File: config.mk
export PLATFORM = sky130hd
export DESIGN_NAME = best_fit_free_list_allocator
export DESIGN_NICKNAME = d
export VERILOG_FILES = /design/src/rtl/bffla_pkg.sv /design/src/rtl/best_fit_free_list_allocator.sv
export SDC_FILE = /design/constraint.sdc
export NUM_CORES = 1
export LEC_CHECK = 0
export BUFFER_PORTS_ARGS = -buffer_cell sky130_fd_sc_hd__buf_2
export CORE_UTILIZATION = 40
export CTS_CLUSTER_DIAMETER = 80
export CTS_CLUSTER_SIZE = 8
export DETAILED_ROUTE_END_ITERATION = 10
export MAX_ROUTING_LAYER = met4
export SLEW_MARGIN = 20
export SYNTH_ARGS = -nofsm -noshare
export SYNTH_HDL_FRONTEND = slang
export SYNTH_SLANG_ARGS = --single-unit
File: constraint.sdc
create_clock -name clk -period 9.9 [get_ports clk]
set_clock_uncertainty 0.2 [all_clocks]
set_input_delay 2.97 -clock clk [delete_from_list [all_inputs] [get_ports clk]]
set_output_delay 2.97 -clock clk [all_outputs]
set_load 0.05 [all_outputs]
File: src/rtl/bffla_pkg.sv
// Package for the best-fit free-list allocator: field widths, codes, types.
// No dependencies.
package bffla_pkg;

    localparam int MEMORY_WORDS = 1024;
    localparam int ADDR_W       = $clog2(MEMORY_WORDS);
    localparam int SIZE_W       = ADDR_W + 1;
    localparam int CMD_W        = 2;
    localparam int STAT_W       = 2;
    localparam int CFG_IDX_W    = 1;

    localparam logic [ADDR_W-1:0] POOL_BASE_RST = ADDR_W'(64);
    localparam logic [SIZE_W-1:0] POOL_SIZE_RST = SIZE_W'(MEMORY_WORDS - 64);

    typedef enum logic [CMD_W-1:0] {
        CMD_ALLOC  = 2'd0,
        CMD_FREE   = 2'd1,
        CMD_RELOAD = 2'd2,
        CMD_NOP    = 2'd3
    } cmd_t;

    typedef enum logic [STAT_W-1:0] {
        STAT_OK    = 2'd0,
        STAT_NOFIT = 2'd1,
        STAT_FULL  = 2'd2,
        STAT_RSVD  = 2'd3
    } stat_t;

    typedef enum logic [CFG_IDX_W-1:0] {
        REG_POOL_BASE = 1'b0,
        REG_POOL_SIZE = 1'b1
    } reg_idx_t;

    typedef enum logic [2:0] {
        S_INIT,
        S_IDLE,
        S_SCAN,
        S_APPLY,
        S_SHIFT,
        S_RESP
    } state_t;

    typedef struct packed {
        logic [SIZE_W-1:0] size;
        logic [ADDR_W-1:0] start;
    } entry_t;

endpackage

File: src/rtl/best_fit_free_list_allocator.sv
// Best-fit free-list allocator: top level with the free-block table memory.
// Depends on bffla_pkg.
//
// Usage:
//   Input channel (in_valid/in_ready) carries command, req_size, block_address.
//   Output channel (out_valid/out_ready) returns status, granted_address and
//   free_entries, one result per input transfer, in order.
//   Configuration: cfg_we with cfg_index 0 (pool_base) or 1 (pool_size).
// Flow:
//   Free, reload and the unused code go from the transfer straight to the
//   result state. Allocate reads the table once through the single read
//   port of the table memory, one entry per cycle. An exact fit then moves
//   each later entry down one place, one per cycle.
//   One item is in work at a time; the next is taken once its result is in
//   the output register.
// Reset:
//   The first cycle after reset writes the default pool into entry 0; no
//   input is taken in that cycle.
// Stall:
//   A result waits in the output register while out_ready is low; the block
//   takes the next item meanwhile but holds its result until the register
//   frees.
module best_fit_free_list_allocator
    import bffla_pkg::*;
#(
    parameter int TABLE_DEPTH = 64,
    localparam int IDX_W = $clog2(TABLE_DEPTH),
    localparam int CNT_W = $clog2(TABLE_DEPTH + 1)
) (
    input  logic                 clk,
    input  logic                 rst_n,
    input  logic                 in_valid,
    output logic                 in_ready,
    input  logic [CMD_W-1:0]     command,
    input  logic [SIZE_W-1:0]    req_size,
    input  logic [ADDR_W-1:0]    block_address,
    output logic                 out_valid,
    input  logic                 out_ready,
    output logic [STAT_W-1:0]    status,
    output logic [ADDR_W-1:0]    granted_address,
    output logic [CNT_W-1:0]     free_entries,
    input  logic                 cfg_we,
    input  logic [CFG_IDX_W-1:0] cfg_index,
    input  logic [SIZE_W-1:0]    cfg_data
);

    localparam logic [CNT_W-1:0] DEPTH_CNT = CNT_W'(TABLE_DEPTH);

    // Table memory
    entry_t mem_array [TABLE_DEPTH];
    entry_t rd_data_reg;
    logic             mem_we;
    logic [IDX_W-1:0] mem_waddr;
    entry_t           mem_wdata;
    logic             mem_re;
    logic [IDX_W-1:0] mem_raddr;

    // Control and working registers
    state_t            state_reg, state_next;
    logic [CNT_W-1:0]  count_reg, count_next;
    logic [CNT_W-1:0]  cnt_reg, cnt_next;
    logic              pend_reg, pend_next;
    logic [IDX_W-1:0]  pend_idx_reg, pend_idx_next;
    logic              found_reg, found_next;
    logic [IDX_W-1:0]  best_idx_reg, best_idx_next;
    entry_t            best_reg, best_next;
    logic [CMD_W-1:0]  cmd_reg, cmd_next;
    logic [SIZE_W-1:0] size_reg, size_next;
    logic [ADDR_W-1:0] addr_reg, addr_next;
    stat_t             res_stat_reg, res_stat_next;
    logic [ADDR_W-1:0] res_gnt_reg, res_gnt_next;
    logic [ADDR_W-1:0] pool_base_reg;
    logic [SIZE_W-1:0] pool_size_reg;
    logic              out_valid_reg;
    logic [STAT_W-1:0] out_stat_reg;
    logic [ADDR_W-1:0] out_gnt_reg;
    logic [CNT_W-1:0]  out_cnt_reg;

    logic out_free;
    logic in_xfer;
    logic scan_more;
    logic fits;
    entry_t pool_entry;

    assign out_free   = !out_valid_reg || out_ready;
    assign in_ready   = (state_reg == S_IDLE);
    assign in_xfer    = in_valid && in_ready;
    assign scan_more  = (cnt_reg < count_reg);
    assign fits       = (rd_data_reg.size >= size_reg) &&
                        (!found_reg || (rd_data_reg.size < best_reg.size));
    assign pool_entry = '{size: pool_size_reg, start: pool_base_reg};

    // Table memory: one write port, one registered read port
    always_ff @(posedge clk)
    begin
        if (mem_we)
        begin
            mem_array[mem_waddr] <= mem_wdata;
        end
        if (mem_re)
        begin
            rd_data_reg <= mem_array[mem_raddr];
        end
    end

    // Configuration registers
    always_ff @(posedge clk or negedge rst_n)
    begin
        if (!rst_n)
        begin
            pool_base_reg <= POOL_BASE_RST;
            pool_size_reg <= POOL_SIZE_RST;
        end
        else if (cfg_we)
        begin
            unique case (cfg_index)
                REG_POOL_BASE: pool_base_reg <= cfg_data[ADDR_W-1:0];
                REG_POOL_SIZE: pool_size_reg <= cfg_data;
                default: ;
            endcase
        end
    end

    // Next state
    always_comb
    begin
        state_next = state_reg;
        unique case (state_reg)
            S_INIT:  state_next = S_IDLE;
            S_IDLE:
            begin
                if (in_xfer)
                begin
                    if ((cmd_t'(command) == CMD_ALLOC) && (count_reg != '0))
                    begin
                        state_next = S_SCAN;
                    end
                    else
                    begin
                        state_next = S_RESP;
                    end
                end
            end
            S_SCAN:
            begin
                if (!scan_more && !pend_reg)
                begin
                    state_next = S_APPLY;
                end
            end
            S_APPLY:
            begin
                if (found_reg && (best_reg.size == size_reg))
                begin
                    state_next = S_SHIFT;
                end
                else
                begin
                    state_next = S_RESP;
                end
            end
            S_SHIFT:
            begin
                if (!scan_more && !pend_reg)
                begin
                    state_next = S_RESP;
                end
            end
            S_RESP:
            begin
                if (out_free)
                begin
                    state_next = S_IDLE;
                end
            end
            default: state_next = S_IDLE;
        endcase
    end

    // Datapath and memory control
    always_comb
    begin
        count_next    = count_reg;
        cnt_next      = cnt_reg;
        pend_next     = 1'b0;
        pend_idx_next = pend_idx_reg;
        found_next    = found_reg;
        best_idx_next = best_idx_reg;
        best_next     = best_reg;
        cmd_next      = cmd_reg;
        size_next     = size_reg;
        addr_next     = addr_reg;
        res_stat_next = res_stat_reg;
        res_gnt_next  = res_gnt_reg;
        mem_we        = 1'b0;
        mem_waddr     = '0;
        mem_wdata     = pool_entry;
        mem_re        = 1'b0;
        mem_raddr     = cnt_reg[IDX_W-1:0];

        unique case (state_reg)
            // Place the default pool into entry 0
            S_INIT:
            begin
                mem_we     = 1'b1;
                count_next = CNT_W'(1);
            end
            // Take an item; finish the single-cycle commands at once
            S_IDLE:
            begin
                if (in_xfer)
                begin
                    cmd_next      = command;
                    size_next     = req_size;
                    addr_next     = block_address;
                    res_stat_next = STAT_OK;
                    res_gnt_next  = '0;
                    cnt_next      = '0;
                    found_next    = 1'b0;
                    case (cmd_t'(command))
                        CMD_ALLOC:
                        begin
                            if (count_reg == '0)
                            begin
                                res_stat_next = STAT_NOFIT;
                            end
                        end
                        CMD_FREE:
                        begin
                            if (count_reg >= DEPTH_CNT)
                            begin
                                res_stat_next = STAT_FULL;
                            end
                            else
                            begin
                                mem_we     = 1'b1;
                                mem_waddr  = count_reg[IDX_W-1:0];
                                mem_wdata  = '{size: req_size, start: block_address};
                                count_next = count_reg + CNT_W'(1);
                            end
                        end
                        CMD_RELOAD:
                        begin
                            mem_we     = 1'b1;
                            count_next = CNT_W'(1);
                        end
                        default: ;
                    endcase
                end
            end
            // Read each entry once; keep the smallest one that fits
            S_SCAN:
            begin
                if (scan_more)
                begin
                    mem_re        = 1'b1;
                    pend_next     = 1'b1;
                    pend_idx_next = cnt_reg[IDX_W-1:0];
                    cnt_next      = cnt_reg + CNT_W'(1);
                end
                if (pend_reg && fits)
                begin
                    found_next    = 1'b1;
                    best_idx_next = pend_idx_reg;
                    best_next     = rd_data_reg;
                end
            end
            // Shrink the winner, or start the shift-down for an exact fit
            S_APPLY:
            begin
                if (!found_reg)
                begin
                    res_stat_next = STAT_NOFIT;
                end
                else
                begin
                    res_gnt_next = best_reg.start;
                    // Sum truncated to the address width wraps modulo MEMORY_WORDS
                    if (best_reg.size > size_reg)
                    begin
                        mem_we    = 1'b1;
                        mem_waddr = best_idx_reg;
                        mem_wdata = '{size:  best_reg.size - size_reg,
                                      start: best_reg.start + size_reg[ADDR_W-1:0]};
                    end
                    else
                    begin
                        cnt_next = CNT_W'(best_idx_reg) + CNT_W'(1);
                    end
                end
            end
            // Move each later entry down one place
            S_SHIFT:
            begin
                if (scan_more)
                begin
                    mem_re        = 1'b1;
                    pend_next     = 1'b1;
                    pend_idx_next = IDX_W'(cnt_reg - CNT_W'(1));
                    cnt_next      = cnt_reg + CNT_W'(1);
                end
                if (pend_reg)
                begin
                    mem_we    = 1'b1;
                    mem_waddr = pend_idx_reg;
                    mem_wdata = rd_data_reg;
                end
                if (!scan_more && !pend_reg)
                begin
                    count_next = count_reg - CNT_W'(1);
                end
            end
            S_RESP: ;
            default: ;
        endcase
    end

    // Control state
    always_ff @(posedge clk or negedge rst_n)
    begin
        if (!rst_n)
        begin
            state_reg     <= S_INIT;
            count_reg     <= CNT_W'(1);
            cnt_reg       <= '0;
            pend_reg      <= 1'b0;
            found_reg     <= 1'b0;
            out_valid_reg <= 1'b0;
        end
        else
        begin
            state_reg <= state_next;
            count_reg <= count_next;
            cnt_reg   <= cnt_next;
            pend_reg  <= pend_next;
            found_reg <= found_next;
            // Hold the result until the transfer, load a new one when free
            if ((state_reg == S_RESP) && out_free)
            begin
                out_valid_reg <= 1'b1;
            end
            else if (out_ready)
            begin
                out_valid_reg <= 1'b0;
            end
        end
    end

    // Payload registers
    always_ff @(posedge clk)
    begin
        pend_idx_reg <= pend_idx_next;
        best_idx_reg <= best_idx_next;
        best_reg     <= best_next;
        cmd_reg      <= cmd_next;
        size_reg     <= size_next;
        addr_reg     <= addr_next;
        res_stat_reg <= res_stat_next;
        res_gnt_reg  <= res_gnt_next;
        if ((state_reg == S_RESP) && out_free)
        begin
            out_stat_reg <= res_stat_reg;
            out_gnt_reg  <= res_gnt_reg;
            out_cnt_reg  <= count_reg;
        end
    end

    assign out_valid       = out_valid_reg;
    assign status          = out_stat_reg;
    assign granted_address = out_gnt_reg;
    assign free_entries    = out_cnt_reg;

endmodule

==> results of run 1 <==
metal layers:
metal,part of all wire [%],global-route usage [%],vias to the layer above
li1,-,-,13068
met1,44,29.4,16498
met2,47,31.0,1222
met3,6.9,3.70,234
met4,2.5,6.19,0
met5,0,-,-
power groups by stage:
stage | Combinational, uW | Sequential [uW] | Clock (uW)
floorplan | 3130 | 8870 | 0
global placement | 5420 | 8820 | 0
detailed placement | 5510 | 8820 | 0
CTS | 5510 | 8700 | 6370
global route | 5790 | 8720 | 6600
finish | 5470 | 8700 | 6260
cells in the mapped netlist, types with 27 or more instances:
cell,instances
edfxtp_1,1440
mux2i_1,109
clkbuf_1,67
nand2_1,56
dfrtp_1,35
o21ai_0,78
nor3_1,58
mux2_2,39
buf_2,57
a21oi_1,108
nor2_1,47
a211oi_1,27
ha_1,54
inv_1,45
o22ai_1,36
o221ai_1,41
mux4_2,345
area by class of cell:
type                       instances  area, sq um
clock buffer                     240         5280
clock inverter                    14          314
sequential                      1481        44300
fill                           12478        80400
tap                             2016         2520
multi-input combinational       1336        15700
inverter                          47          176
antenna                            2         5.00
timing repair buffer             182         1280
path summary, 6_finish.rpt:
check / endpoint / slack (ns) / cells past startpoint
worst max register to register: mem_array[11][9]$_DFFE_PP_ / 4.93 / 9
worst min-delay path: granted_address[3]$_DFFE_PP_ / 0.22 / 0
worst max-delay path: mem_array[22][20]$_DFFE_PP_ / 3.90 / 12
min in group asynchronous: count_reg[3]$_DFFE_PN0P_ / 2.07 / 2
max in group asynchronous: cnt_reg[2]$_DFFE_PN0P_ / 6.94 / 2
worst min register to register: granted_address[3]$_DFFE_PP_ / 0.22 / 0
cells in the final DEF, fill, tap and decap left out, types with 16 or more instances in the layout:
cell,count
nor3_2,43
buf_2,60
a31oi_1,16
a21oi_1,107
and2_1,19
clkbuf_16,206
nor2_1,42
mux2i_1,109
edfxtp_1,1440
nand3_1,18
dfrtp_1,30
buf_4,117
a21o_1,22
clkbuf_1,34
o221ai_1,40
ha_1,54
nand2_1,56
inv_1,45
o22ai_1,36
mux2_2,39
o211ai_1,16
o21ai_0,78
mux4_2,345
a211oi_1,27
worst register-to-register path, stage by stage, from the launching register on:
cell and delay (ns):
edfxtp_1 0.39, inv_1 0.10, ha_1 0.39, nand4_1 0.25
nor3_1 0.76, nor2_1 0.32, o21ai_2 0.29, buf_4 0.38
o211a_2 0.97, buf_4 0.61
kinds of logic after synthesis:
| group | synth area share [%] |
|---|---|
| multiplexers | 15.4 |
| AND/OR/NAND/NOR | 2.76 |
| buffers and inverters | 1.82 |
| AO/OA/AOI/OAI | 5.24 |
| flip-flops | 73.3 |
| adder cells (fa/ha/maj) | 1.18 |
| XOR/XNOR | 0.348 |
through the flow:
step / cell area, sq um / setup slack (ns) / utilization [%] / power, uW
after floorplan: 60400 / 1.95 / - / 12000
after global placement: 63900 / 3.25 / 42.6 / 14200
after detailed placement: 63900 / 3.19 / 42.6 / 14300
after CTS: 69500 / 3.97 / 46.4 / 20600
after global routing: 69600 / 3.84 / 46.4 / 21100
final: 69600 / 3.90 / 46.4 / 20400
==> metrics.md, run 1 <==
| Metric | Value |
|---|---|
| Status | finished, final reports clean |
| Max-Cap Viols | 0 |
| Routed WL | 155000 microns |
| Cell variety after synth | 94 |
| Most used cell along the critical path | buf_4 |
| GRT Total Usage | 20.9% |
| RSZ-0062 raised after global routing | false |
| Max FFs per register | 1344 |
| Final setup violation count | 0 |
| Post-synth EDFFs | 1440 |
| Starting DRT DRC Count | 3663 |
| CTS hold repair buffers | 0 |
| Synthesized cell area | 0.0604 sq mm |
| Vias in the first global route | 30835 |
| Clock power share | 30.6% |
| Mapped Cells | 3039 |
| Final net count | 3347 |
| Num CTS Buffers | 203 |
| Placed Cells | 5062 |
| Drt drc | 0 |
| Top post-synthesis cells by area | edfxtp_1 (72%), mux4_2 (13%), mux2i_1 (1.8%) |
| Worst Path Arrival | 6.25 ns |
| Die extent in x | 391 microns |
| Post-CTS Setup Bufs | 0 |
| Hold Crit Start | res_gnt_reg[3]$_SDFFCE_PN0P_ |
| Worst Path Required | 10.15 ns |
| Mapped Nets | 3135 |
| WL/cell | 29.1 microns |
| Pint | 13900 uW |
| Flops & latches, synth | 1481 |
| Initial antenna violation count | 1 |
| DIE AREA | 0.153 sq mm |
| DR vias | 31022 |
| Crit. Startpoint | command[1] |
| WP buf/inv | 5 |
| Critical path class | in2reg |
| Initial cell density of the core | 40.3% |
| Layout area overhead | 15.1% |
| Async S/R FF share, synth | 2.77% |
| Hold crit path type | reg2reg |
| Clk sinks | 1481 |
| Post-cts resize count | 0 |
| Global placement routability congestion | 0.875 |
| Largest area contributor in the netlist | edfxtp_1 |
| CTS HTree Levels | 4 |
| Port Buf Inserts | 60 |
| Avg Cell Area, Syn | 19.9 sq um |
| Root Driver | clkbuf_16 |
| DIE HEIGHT | 391 microns |
| PD cells | 294 mW/mm^2 |
| Synth Flop Type | edfxtp_1 |
| Post-synth top area share | 71.5% |
| Floorplan core area | 0.150 sq mm |
| Flop pwr share | 42.6% |
| Rows | 142 |
| Hold Slack | 0.218 ns |
| Worst-Skew Late Latency | 0.81 ns |
| First-pass GRT wire length | 222000 microns |
| Fin cells | 5318 |
| Slowest stage cell, crit path | and3_1 |
| Top delay family on crit path | simple AND/OR/NAND/NOR gates |
| Sw power | 6570 uW |
| Gr ovfl total | 0 |
| Maximum clock path buffer count | 3 |
| CTS tree | built |
| Fmax | 0.167 GHz |
| Worst path cell trace | buf_2 -> inv_1 -> ha_1 -> nor2b_1 -> buf_4 -> and2_1 -> a21boi_2 -> and3_1 -> o21ai_2 -> buf_4 -> nor3_2 -> buf_4 |
| Reg2reg start | size_reg[4]$_DFFE_PP_ |
| Hpwl dp | 92800 microns |
| I/O pin cnt | 61 |
| Slew Viols, Final | 0 |
| Layout cells sized above 1 | 28.1% |
| Final worst-path cycle share | 60.6% |
| Setup crit end kind | flop |
| Comb power frac | 26.8% |
| Sequential cell area fraction in the yosys report | 73.3% |
| TritonRoute pass-1 iters | 5 |
| Tmin final | 6.00 ns |
| Setup crit start kind | primary input |
| Final ANT Viol Nets | 0 |
| Max_slew headroom | 21.3% |
| Leakage | 0.0215 uW |
| Setup TNS | 0 ns |
| Max incr delay on CP | 1.00 ns |
| Worst Tran Pin Value | 1.18 ns |
| Hold Vio Cnt, Final | 0 |
| Worst vdd ir | 0.184 mV |
| Yosys warns | 0 |
| Clk slew on worst S/H paths | 0.05 ns |
| Worst-path maximum fanout | 21 |
| Largest net degree at the start of global routing | 107 |
| Sw Share | 32.1% |
| Via density | 5.83 |
No activity file was read; power rests on OpenSTA's default activity.
==> run 2: changes to the inputs <==
Clock period 9.9 ns to 6 ns, I/O delays scaled along.
==> run 2 against run 1 <==
Compared with the run above:
- sequential share of layout area down 0.36 points
- flip-flop and latch count unchanged
- largest power group unchanged
- sequential power up 64%
- clock-buffer cell count up 3
- wire length up 1.1%
- design area up 0.57%
- worst setup slack worse by 2.7 ns
- global-route usage up 0.37 points
- via count up 1.3%
- cell count up 0.81%
- clock power up 63%
- critical path depth down 1
==> metrics.md, run 2 (same netlist as run 1, synthesis figures left out) <==
| Metric | Value |
|---|---|
| Global placement routability congestion | 0.916 (was 0.875) |
| Hold crit path type | reg2reg (unchanged) |
| PD cells | 480 mW/mm^2 (was 294 mW/mm^2) |
| Clock power share | 30.4% (was 30.6%) |
| CTS hold repair buffers | 0 (unchanged) |
| Final net count | 3389 (was 3347) |
| Leakage | 0.0217 uW (was 0.0215 uW) |
| CTS HTree Levels | 4 (unchanged) |
| Worst vdd ir | 0.471 mV (was 0.184 mV) |
| Layout area overhead | 15.7% (was 15.1%) |
| Hpwl dp | 95700 microns (was 92800 microns) |
| TritonRoute pass-1 iters | 6 (was 5) |
| Final ANT Viol Nets | 0 (unchanged) |
| Drt drc | 0 (unchanged) |
| I/O pin cnt | 61 (unchanged) |
| Clk sinks | 1481 (unchanged) |
| Vias in the first global route | 31587 (was 30835) |
| Worst-Skew Late Latency | 0.80 ns (was 0.81 ns) |
| Comb power frac | 26.8% (about the same) |
| Max FFs per register | 1344 (unchanged) |
| Layout cells sized above 1 | 28.8% (was 28.1%) |
| RSZ-0062 raised after global routing | false (unchanged) |
| Sw Share | 31.4% (was 32.1%) |
| DIE AREA | 0.153 sq mm (unchanged) |
| Gr ovfl total | 0 (unchanged) |
| Max_slew headroom | 23.2% (was 21.3%) |
| Largest net degree at the start of global routing | 74 (was 107) |
| Num CTS Buffers | 204 (was 203) |
| Fmax | 0.209 GHz |
| Hold Vio Cnt, Final | 0 (unchanged) |
| Max-Cap Viols | 0 (unchanged) |
| Maximum clock path buffer count | 3 (unchanged) |
| Post-CTS Setup Bufs | 0 (unchanged) |
| Root Driver | clkbuf_16 (unchanged) |
| Placement Setup Slack | 0.567 ns (was 3.19 ns) |
| GRT Total Usage | 21.2% (was 20.9%) |
| Most common cell after layout, fill and taps aside | edfxtp_1 (unchanged) |
| Worst Path Required | 6.22 ns (was 10.15 ns) |
| Initial cell density of the core | 40.3% (unchanged) |
| Flop pwr share | 42.8% (was 42.6%) |
| Pint | 23000 uW (was 13900 uW) |
| Routed WL | 156000 microns (was 155000 microns) |
| Worst-path maximum fanout | 21 (unchanged) |
| Port Buf Inserts | 60 (unchanged) |
| DR vias | 31433 (was 31022) |
| WL/cell | 29.1 microns (about the same) |
| Worst Path Arrival | 5.00 ns (was 6.25 ns) |
| Worst Tran Pin Value | 1.14 ns (was 1.18 ns) |
| Setup crit end kind | flop (unchanged) |
| Final setup violation count | 0 (unchanged) |
| Initial antenna violation count | 4 (was 1) |
| Post-DP Area | 0.0644 sq mm (was 0.0639 sq mm) |
| DIE HEIGHT | 391 microns (unchanged) |
| Setup crit start kind | primary input (unchanged) |
| Rows | 142 (unchanged) |
| Final WS setup | 1.22 ns (was 3.90 ns) |
| Status | finished, final reports clean (unchanged) |
| Clk slew on worst S/H paths | 0.05 ns (about the same) |
| Via density | 5.86 (was 5.83) |
| Final worst-path cycle share | 79.7% |
| Slew Viols, Final | 0 (unchanged) |
| First-pass GRT wire length | 226000 microns (was 222000 microns) |
| Final Cell Area | 0.0699 sq mm (was 0.0696 sq mm) |
| Critical path class | in2reg (unchanged) |
| Post-cts resize count | 0 (unchanged) |
| CTS tree | built (unchanged) |
| Die extent in x | 391 microns (unchanged) |
| Floorplan core area | 0.150 sq mm (unchanged) |
| Sw power | 10500 uW (was 6570 uW) |
| Tmin final | 4.78 ns |
| Starting DRT DRC Count | 3399 (was 3663) |
| Most frequent cells in the layout | edfxtp_1 (1440), mux4_2 (345), clkbuf_16 (209), buf_4 (148), mux2i_1 (109) (was edfxtp_1 (1440), mux4_2 (345), clkbuf_16 (206), buf_4 (117), mux2i_1 (109)) |
## run 2: cell types whose count changed in the layout (fill, tap and decap cells not counted), sizes merged
| cell | delta |
|---|---|
| buf | +41 |
| bufinv | -1 |
| clkbuf | +3 |
| clkinv | -3 |
| diode | +2 |
| inv | +1 |
## run 2: final timing paths
check / startpoint / end / slack [ns] / depth (start not counted)
min: res_gnt_reg[9]$_SDFFCE_PN0P_ / granted_address[9]$_DFFE_PP_ / 0.22 / 0
min reg2reg: res_gnt_reg[9]$_SDFFCE_PN0P_ / granted_address[9]$_DFFE_PP_ / 0.22 / 0
max reg2reg: size_reg[4]$_DFFE_PP_ / mem_array[22][4]$_DFFE_PP_ / 1.27 / 10
max in group asynchronous: rst_n / cnt_reg[0]$_DFFE_PN0P_ / 4.29 / 1
min in group asynchronous: rst_n / count_reg[5]$_DFFE_PN0P_ / 0.83 / 1
max: command[1] / mem_array[31][5]$_DFFE_PP_ / 1.22 / 11
## run 2: per-layer routing
| layer | vias to the layer above | GRT usage (%) | part of all wire, % |
|---|---|---|---|
| met5 | - | - | 0 |
| met1 | 16709 | 28.6 | 42 |
| met3 | 215 | 4.18 | 7.8 |
| met4 | 0 | 6.58 | 2.8 |
| li1 | 13172 | - | - |
| met2 | 1337 | 32.7 | 48 |
## run 2: final cells by class
| class | count | area [sq um] |
|---|---|---|
| multi-input cells | 1336 | 15700 |
| diodes | 4 | 10.0 |
| inverters | 47 | 176 |
| well taps | 2016 | 2520 |
| repair buffers | 223 | 1730 |
| flip-flops and latches | 1481 | 44300 |
| clock inverters | 11 | 188 |
| fillers | 12422 | 80000 |
| clock buffers | 243 | 5360 |
## run 2: power by group through the flow
stage	clock, uW	sequential [uW]	combinational, uW
4_1_cts	10400	14300	9060
3_3_place_gp	0	14500	8930
6_report	10200	14300	8990
3_5_place_dp	0	14500	9060
2_1_floorplan	0	14600	5170
5_1_grt	10800	14400	9560
## run 2: per-stage QoR
stage	util (%)	cells	TNS, ns	power [uW]	hold WS (ns)
3_3_place_gp	42.9	5103	0	23500	0.202
5_1_grt	46.6	5357	0	34700	0.221
3_5_place_dp	42.9	5103	0	23600	0.211
6_report	46.6	5361	0	33500	0.218
2_1_floorplan	-	3039	-7.13	19800	0.200
4_1_cts	46.6	5357	0	33800	0.221
## run 2: critical path: stages
cell	delay, ns
buf_2	0.11
inv_1	0.07
ha_1	0.18
nor2b_1	0.40
buf_4	0.25
nand2_1	0.22
o21ai_0	0.50
o221ai_2	0.51
buf_4	0.33
nor3_2	0.17
buf_4	0.44
